File: src/grid_maze_router_top_macros.svh
// ----------------------------------------------------------------------------
// grid_maze_router_top_macros
// Assertion macros for the grid maze router.
// ----------------------------------------------------------------------------
`ifndef GRID_MAZE_ROUTER_TOP_MACROS_SVH
`define GRID_MAZE_ROUTER_TOP_MACROS_SVH

`ifndef SYNTH
// Check a condition at every clock edge outside reset.
`define GMR_ASSERT_ALWAYS(label, clk, rst, cond) \
   label: assert property (@(posedge clk) disable iff (rst) (cond)) \
      else $error("grid maze router check failed");
// Check that a condition implies a consequence in the next cycle.
`define GMR_ASSERT_NEXT(label, clk, rst, ante, cons) \
   label: assert property (@(posedge clk) disable iff (rst) (ante) |=> (cons)) \
      else $error("grid maze router check failed");
`else
`define GMR_ASSERT_ALWAYS(label, clk, rst, cond)
`define GMR_ASSERT_NEXT(label, clk, rst, ante, cons)
`endif

`endif

File: src/gmr_pkg.sv
// ----------------------------------------------------------------------------
// gmr_pkg
// Shared codes and controller/datapath interface types of the maze router.
// ----------------------------------------------------------------------------
package gmr_pkg;

   localparam logic [1:0] ACT_WRITE = 2'd0;
   localparam logic [1:0] ACT_ROUTE = 2'd1;
   localparam logic [1:0] ACT_READ  = 2'd2;
   localparam logic [1:0] ACT_NOP   = 2'd3;

   // Direction in which a cell was reached from its parent.
   localparam logic [1:0] DIR_YP = 2'd0;
   localparam logic [1:0] DIR_XP = 2'd1;
   localparam logic [1:0] DIR_XM = 2'd2;
   localparam logic [1:0] DIR_YM = 2'd3;

   localparam logic [6:0] CFG_DIM_RESET = 7'd64;
   localparam logic       CSR_ROWS      = 1'b0;
   localparam logic       CSR_COLS      = 1'b1;

   typedef struct packed {
      logic take;
      logic rst_wr;
      logic wr_cell;
      logic rd_path;
      logic rd_lat;
      logic rinit;
      logic fail;
      logic single;
      logic seed;
      logic pop;
      logic cur_lat;
      logic d_inc;
      logic nb_rd;
      logic nb_take;
      logic trace_init;
      logic tr_put;
      logic tr_step;
      logic clr_start;
      logic clr_rd;
      logic clr_wr;
      logic rsp_load;
   } gmr_cmd_type;

   typedef struct packed {
      logic [1:0] action;
      logic       src_in;
      logic       src_eq_tgt;
      logic       idx_ok;
      logic       q_empty;
      logic       nb_ok;
      logic       nb_free;
      logic       nb_hit;
      logic       d_last;
      logic       at_src;
      logic       clr_done;
      logic       sw_last;
      logic       rsp_free;
   } gmr_stat_type;

endpackage

File: src/gmr_ctrl.sv
// ----------------------------------------------------------------------------
// gmr_ctrl
// Sequencer for cell writes, path reads and breadth-first routes.
// ----------------------------------------------------------------------------
module gmr_ctrl (
   input  logic                 clock,
   input  logic                 reset,
   input  logic                 req_valid,
   output logic                 req_stall,
   input  gmr_pkg::gmr_stat_type stat,
   output gmr_pkg::gmr_cmd_type  cmd
);
   import gmr_pkg::*;

   localparam logic [3:0] S_RST   = 4'd0;
   localparam logic [3:0] S_IDLE  = 4'd1;
   localparam logic [3:0] S_DISP  = 4'd2;
   localparam logic [3:0] S_RDW   = 4'd3;
   localparam logic [3:0] S_RINIT = 4'd4;
   localparam logic [3:0] S_POP   = 4'd5;
   localparam logic [3:0] S_POPW  = 4'd6;
   localparam logic [3:0] S_NB    = 4'd7;
   localparam logic [3:0] S_NCHK  = 4'd8;
   localparam logic [3:0] S_TR    = 4'd9;
   localparam logic [3:0] S_TRW   = 4'd10;
   localparam logic [3:0] S_CLR   = 4'd11;
   localparam logic [3:0] S_CLRW  = 4'd12;
   localparam logic [3:0] S_RESP  = 4'd13;

   logic [3:0] state_ff, state_in;

   always_ff @(posedge clock) begin
      if (reset) begin
         state_ff <= S_RST;
      end else begin
         state_ff <= state_in;
      end
   end

   assign req_stall = (state_ff != S_IDLE);

   always_comb begin
      cmd      = '0;
      state_in = state_ff;
      case (state_ff)
         S_RST: begin
            cmd.rst_wr = 1'b1;
            if (stat.sw_last) begin
               state_in = S_IDLE;
            end
         end
         S_IDLE: begin
            if (req_valid) begin
               cmd.take = 1'b1;
               state_in = S_DISP;
            end
         end
         S_DISP: begin
            case (stat.action)
               ACT_WRITE: begin
                  cmd.wr_cell = stat.src_in;
                  state_in    = S_RESP;
               end
               ACT_ROUTE: state_in = S_RINIT;
               ACT_READ: begin
                  if (stat.idx_ok) begin
                     cmd.rd_path = 1'b1;
                     state_in    = S_RDW;
                  end else begin
                     state_in = S_RESP;
                  end
               end
               default: state_in = S_RESP;
            endcase
         end
         S_RDW: begin
            cmd.rd_lat = 1'b1;
            state_in   = S_RESP;
         end
         S_RINIT: begin
            cmd.rinit = 1'b1;
            if (!stat.src_in) begin
               cmd.fail = 1'b1;
               state_in = S_RESP;
            end else if (stat.src_eq_tgt) begin
               cmd.single = 1'b1;
               state_in   = S_RESP;
            end else begin
               cmd.seed = 1'b1;
               state_in = S_POP;
            end
         end
         S_POP: begin
            if (stat.q_empty) begin
               cmd.fail      = 1'b1;
               cmd.clr_start = 1'b1;
               state_in      = S_CLR;
            end else begin
               cmd.pop  = 1'b1;
               state_in = S_POPW;
            end
         end
         S_POPW: begin
            cmd.cur_lat = 1'b1;
            state_in    = S_NB;
         end
         S_NB: begin
            if (stat.nb_ok) begin
               cmd.nb_rd = 1'b1;
               state_in  = S_NCHK;
            end else if (stat.d_last) begin
               state_in = S_POP;
            end else begin
               cmd.d_inc = 1'b1;
            end
         end
         S_NCHK: begin
            if (stat.nb_free && stat.nb_hit) begin
               cmd.nb_take    = 1'b1;
               cmd.trace_init = 1'b1;
               state_in       = S_TR;
            end else begin
               cmd.nb_take = stat.nb_free;
               if (stat.d_last) begin
                  state_in = S_POP;
               end else begin
                  cmd.d_inc = 1'b1;
                  state_in  = S_NB;
               end
            end
         end
         S_TR: begin
            cmd.tr_put = 1'b1;
            if (stat.at_src) begin
               cmd.clr_start = 1'b1;
               state_in      = S_CLR;
            end else begin
               state_in = S_TRW;
            end
         end
         S_TRW: begin
            cmd.tr_step = 1'b1;
            state_in    = S_TR;
         end
         S_CLR: begin
            if (stat.clr_done) begin
               state_in = S_RESP;
            end else begin
               cmd.clr_rd = 1'b1;
               state_in   = S_CLRW;
            end
         end
         S_CLRW: begin
            cmd.clr_wr = 1'b1;
            state_in   = S_CLR;
         end
         S_RESP: begin
            if (stat.rsp_free) begin
               cmd.rsp_load = 1'b1;
               state_in     = S_IDLE;
            end
         end
         default: state_in = S_IDLE;
      endcase
   end
endmodule

File: config.mk
export PLATFORM = sky130hd
export DESIGN_NAME = gmr_ctrl
export DESIGN_NICKNAME = d
export VERILOG_FILES = /design/src/grid_maze_router_top_macros.svh /design/src/gmr_pkg.sv /design/src/gmr_ctrl.sv
export SDC_FILE = /design/constraint.sdc
export NUM_CORES = 1
export LEC_CHECK = 0
export BUFFER_PORTS_ARGS = -buffer_cell sky130_fd_sc_hd__buf_2
export CAP_MARGIN = 20
export CORE_MARGIN = 2
export CORE_UTILIZATION = 35
export DETAILED_ROUTE_END_ITERATION = 16
export PLACE_DENSITY = 0.79
export SKIP_CTS_REPAIR_TIMING = 1
export SLEW_MARGIN = 25
export SYNTH_ARGS = -nofsm -noshare
export SYNTH_HDL_FRONTEND = slang
export SYNTH_SLANG_ARGS = --single-unit
File: constraint.sdc
create_clock -name clock -period 1.5 [get_ports clock]
set_input_delay 0.075 -clock clock [delete_from_list [all_inputs] [get_ports clock]]
set_output_delay 0.075 -clock clock [all_outputs]
set_load 0.02 [all_outputs]
* Word level (Yosys, flattened, before mapping)
Cells that the tools add are included.
Storage, ports and cells: register bits after elaboration 4, latch bits 0, RAM bits 0, ROM bits 0, bits of input ports 17, logic and storage cells 77, memories kept 0
Operators by class: add/subtract/negate cells 0, $mul 0, div/mod/pow operators 0, $lt $le $gt $ge 0, equal/unequal tests 20, shift operators 0, mux-type cells 52, bitwise operators 0, reductions and logical operators 4
Operator list (number):
- $pmux 4 s14 | 1
- $mux 4 | 10
- $mux 1 | 32
- $eq 4x4->1 const B | 6
- $eq 4x3->1 const B | 4
- $mux 2 | 5
- $eq 4x2->1 const B | 2
- $pmux 4 s2 | 1
- $ne 2x2->1 const B | 3
- $pmux 1 s2 | 3
- $eq 4x1->1 const B | 1
- $logic_not 4->1 | 1
- $ne 4x1->1 const B | 1
- $reduce_and 4->1 | 1
- $ne 3x3->1 const B | 1
- $eq 2x1->1 const B | 1
- $eq 2x2->1 const B | 1
- $logic_not 2->1 | 1
- $logic_and 1x1->1 | 1

* Logic depth before layout (Yosys ltp)
word-level depth 3, depth in mapped cells 6, depth with buffers taken out 6

* Least setup slack after synthesis
Ideal clock, no wire load.
path type register to output, start register state_ff[2], end output port cmd[14] (netlist bit), arrival 1.796 ns, setup slack -0.371 ns, cell stages (with the launch flop) 4, buffers on the path 1, path through dfxtp_1 -> buf_2 -> nand2b_1 -> a2111oi_0
RTL lines:
- start, declared | RTL line gmr_ctrl.sv:30 | logic [3:0] state_ff, state_in;
- start signal, assigned | RTL line gmr_ctrl.sv:36 | state_ff <= state_in;
- end, declared | RTL line gmr_ctrl.sv:11 | output gmr_pkg::gmr_cmd_type cmd

==> tab_implementation.tex <==
\begin{tabular}{lr}
\hline
Metric & Value \\
\hline
\multicolumn{2}{l}{\textbf{STA}} \\
Setup repair after global routing missed its margin & yes \\
Final hold violations & 0 \\
Worst slew margin & 0.7905 \\
Setup WS post-layout & -0.009985 ns \\
Final period demand of the worst path & 1.510 ns \\
Worst-margin pin slew & 0.3103 ns \\
Final Cycle Share & 1.007 \\
Final Max Tran Viols & 0 \\
Highest clock rate & 662.3 MHz \\
Total negative setup slack & -0.01246 ns \\
Final Hold Slack & between 0.04 and 0.05 ns \\
Final setup violating endpoints & 2 \\
Setup skew after layout & 0.005149 ns \\
\multicolumn{2}{l}{\textbf{Placement}} \\
Setup Slack @ Placement & approximately 0.072 ns \\
HPWL after detailed placement & 1781 microns \\
Final weighted congestion of routability-driven global placement & between 0.8 and 0.9 \\
Port buffer count & 38 \\
\multicolumn{2}{l}{\textbf{Critical path}} \\
Type of element capturing the critical path & output pin \\
Worst flop-to-flop path startpoint & state\_ff[1] \\
Startpoint type of the worst setup path & flip-flop \\
Required time at the endpoint of the critical path & 1.42 ns \\
Type of the setup path with the least slack & reg -> out \\
Critical Path Fanout Max & 7 \\
Launch point of the critical path & state\_ff[0] \\
Data arrival time of the critical path & 1.43 ns \\
\multicolumn{2}{l}{\textbf{Status}} \\
Violations in the final reports & setup timing \\
Run status & finished, violations left \\
\multicolumn{2}{l}{\textbf{Layout}} \\
Util after Layout & 0.5993 \\
Flip-flop count of the largest register after layout & 4 \\
Area growth from synthesis to final layout & 60.15\% \\
NumNets Final & 170 \\
Register with the most flip-flops & state\_ff \\
Count of fill cells added during filler insertion & 155 \\
Largest registers ranked by flip-flop count & state\_ff x4 \\
ANT cells & 0 \\
Area of all sequential standard cells & just over 90 sq um \\
Share of layout cells above drive strength 1 & 0.4797 \\
Multi-input combinational cell area & roughly 560 sq um \\
\multicolumn{2}{l}{\textbf{Synth}} \\
Synthesized area divided by synthesized cell count & 6.467 sq um \\
Synth Net Count & approximately 120 \\
Number of distinct library cell variants in the gate-level netlist after synthesis & 38 \\
Number of instances in the synthesized netlist & 101 \\
Mapped cell area & 653.1 sq um \\
Count of synthesis-stage warnings from yosys & 0 \\
Sequential cell area fraction in the yosys report & 0.1226 \\
Number of synthesized register bits & 4 \\
\multicolumn{2}{l}{\textbf{Floorplanning}} \\
Die height & about 47 microns \\
Area of the die & 2228 sq um \\
Area inside the core boundary & 1745 sq um \\
Number of top-level pins & 39 \\
Horizontal die dimension & 47.20 microns \\
Initial core utilization & 0.3742 \\
FP Rows & 15 \\
\multicolumn{2}{l}{\textbf{Min path}} \\
Worst hold-check path type & in -> reg \\
Hold path start & reset \\
\multicolumn{2}{l}{\textbf{Drt}} \\
Detail-routed net length per standard cell & roughly 14 microns \\
Number of optimization iterations in the first detailed-route pass & 4 \\
Detailed-route DRC error count & 0 \\
Overall via count from detail\_route & 1,008 \\
Total length of routed wires & 2437 microns \\
Number of DRC violations after detailed-routing iteration 0 & 39 \\
Antenna-violating nets left & 0 \\
Vias per inst & $\sim$5.8 \\
\multicolumn{2}{l}{\textbf{Clock tree}} \\
Clock tree from TritonCTS & built \\
Number of buffers on the longest clock path & 2 \\
CTS clk-pin slew, worst paths & 0.04 ns \\
Root Driver & sky130\_fd\_sc\_hd\_\_clkbuf\_4 \\
Num CTS Buffers & 3 \\
Clock insertion delay at the later pin of the skew report & between 0.2 and 0.25 ns \\
Clock Sinks & 4 \\
Htree depth & 1 \\
\multicolumn{2}{l}{\textbf{Pwr}} \\
Peak supply drop & 479.6 uV \\
Power density over the cells & 892.9 nW/um\^{}2 \\
Leak pwr & 0.0005155 uW \\
\multicolumn{2}{l}{\textbf{Global route}} \\
First-pass GRT wire length & between 3000 and 4000 microns \\
Largest net degree at the start of global routing & 15 \\
Total global-route track usage & 0.2101 \\
Antenna violations before repair & 0 \\
GR Overflow Total & 0 \\
Via count of the first global-routing pass & 796 \\
\multicolumn{2}{l}{\textbf{Job}} \\
Maximum Capacitance Violations & 0 \\
\hline
\end{tabular}
report_power, final:
group	total, uW	switching (uW)	internal (uW)
clock	142	52.0	90.0
combinational	620	343	276
sequential	172	38.9	133
total	934	434	500
cell families after synthesis:
kind of cell | Yosys count | synth area share
AO/OA/AOI/OAI | 28 | 0.2874
adder cells (fa/ha/maj) | 3 | 0.05748
buffers and inverters | 15 | 0.1034
flip-flops | 4 | 0.1226
multiplexers | 1 | 0.01533
AND/OR/NAND/NOR | 50 | 0.4138
worst max-delay path, stage by stage, from the launching register on:
cell	delay, ns
sky130_fd_sc_hd__dfxtp_4	0.37
sky130_fd_sc_hd__buf_6	0.12
sky130_fd_sc_hd__nand2b_4	0.05
sky130_fd_sc_hd__or4_4	0.44
sky130_fd_sc_hd__o21ai_2	0.08
sky130_fd_sc_hd__buf_6	0.13
cell usage in the layout (no fill, tap or decap), types with 2 or more instances in the layout:
cell	n
sky130_fd_sc_hd__buf_6	4
sky130_fd_sc_hd__dfxtp_4	3
sky130_fd_sc_hd__nor2b_1	3
sky130_fd_sc_hd__o21ai_0	6
sky130_fd_sc_hd__clkbuf_4	3
sky130_fd_sc_hd__ha_1	3
sky130_fd_sc_hd__inv_1	8
sky130_fd_sc_hd__buf_2	34
sky130_fd_sc_hd__nor2_1	7
sky130_fd_sc_hd__nand2b_1	3
sky130_fd_sc_hd__and3_1	5
sky130_fd_sc_hd__nand2b_4	2
sky130_fd_sc_hd__nor3b_1	2
sky130_fd_sc_hd__a21oi_1	6
sky130_fd_sc_hd__nor3_1	8
sky130_fd_sc_hd__buf_4	13
sky130_fd_sc_hd__nor2_2	2
sky130_fd_sc_hd__nand2_1	7
cell type report:
class / instances / share of cell area
Tap cell: 25 / 0.02990
Inverter: 8 / 0.02871
Sequential cell: 4 / 0.08852
Timing Repair Buffer: 51 / 0.2990
Multi-Input combinational cell: 82 / 0.5323
Clock buffer: 3 / 0.02153
path summary, 6_finish.rpt:
path | to | slack, ns | cells after the start
max | cmd[9] | -0.01 | 5
min | state_ff[3] | 0.05 | 2
min reg2reg | state_ff[1] | 0.69 | 3
max reg2reg | state_ff[0] | 0.11 | 5
routing by layer:
metal	global-route usage	part of all wire
met5	0	0
met1	0.2818	0.38
met4	0.08333	0.037
met3	0.01154	0.097
met2	0.3507	0.49
cell usage after synthesis:
master | count | area, sq um
sky130_fd_sc_hd__nand2_4 | 1 | 11.26
sky130_fd_sc_hd__o21a_1 | 1 | 7.510
sky130_fd_sc_hd__o211ai_1 | 1 | 7.510
sky130_fd_sc_hd__o2bb2ai_1 | 1 | 8.760
sky130_fd_sc_hd__a21oi_1 | 6 | 30.03
sky130_fd_sc_hd__a221oi_1 | 1 | 8.760
sky130_fd_sc_hd__buf_6 | 1 | 11.26
sky130_fd_sc_hd__or2_1 | 1 | 6.260
sky130_fd_sc_hd__a211oi_1 | 1 | 7.510
sky130_fd_sc_hd__o21bai_1 | 1 | 7.510
sky130_fd_sc_hd__buf_2 | 3 | 15.01
sky130_fd_sc_hd__a31oi_1 | 1 | 6.260
sky130_fd_sc_hd__clkbuf_1 | 3 | 11.26
sky130_fd_sc_hd__nand2b_1 | 5 | 31.28
sky130_fd_sc_hd__o311ai_0 | 1 | 8.760
sky130_fd_sc_hd__a311oi_1 | 1 | 8.760
sky130_fd_sc_hd__nand3_1 | 1 | 5.000
sky130_fd_sc_hd__nand2_1 | 8 | 30.03
sky130_fd_sc_hd__nor3_1 | 8 | 40.04
sky130_fd_sc_hd__and2_1 | 1 | 6.260
sky130_fd_sc_hd__or4_4 | 1 | 11.26
sky130_fd_sc_hd__ha_1 | 3 | 37.54
sky130_fd_sc_hd__nor2b_1 | 4 | 25.02
sky130_fd_sc_hd__nor3b_1 | 2 | 15.01
sky130_fd_sc_hd__o21ai_0 | 7 | 35.03
sky130_fd_sc_hd__a21boi_0 | 1 | 7.510
sky130_fd_sc_hd__o311a_1 | 1 | 10.01
sky130_fd_sc_hd__o2111ai_1 | 1 | 8.760
sky130_fd_sc_hd__nor4_1 | 2 | 12.51
sky130_fd_sc_hd__inv_1 | 8 | 30.03
sky130_fd_sc_hd__nor2_1 | 10 | 37.54
sky130_fd_sc_hd__a2111oi_0 | 1 | 8.760
sky130_fd_sc_hd__and3_1 | 5 | 31.28
sky130_fd_sc_hd__mux2i_1 | 1 | 10.01
sky130_fd_sc_hd__nand3b_1 | 1 | 7.510
sky130_fd_sc_hd__a22oi_1 | 1 | 7.510
sky130_fd_sc_hd__dfxtp_1 | 4 | 80.08
sky130_fd_sc_hd__o41ai_1 | 1 | 8.760
through the flow:
step / std cells / cell area (sq um) / power (uW)
after floorplan: 101 / 661.9 / 486.2
after global placement: 166 / 913.4 / 657.9
after detailed placement: 166 / 913.4 / 672.0
after CTS: 169 / 935.9 / 818.6
after global routing: 173 / 1046 / 982.4
final: 173 / 1046 / 934.0
Note: power is estimated with default switching activity, not from simulation.
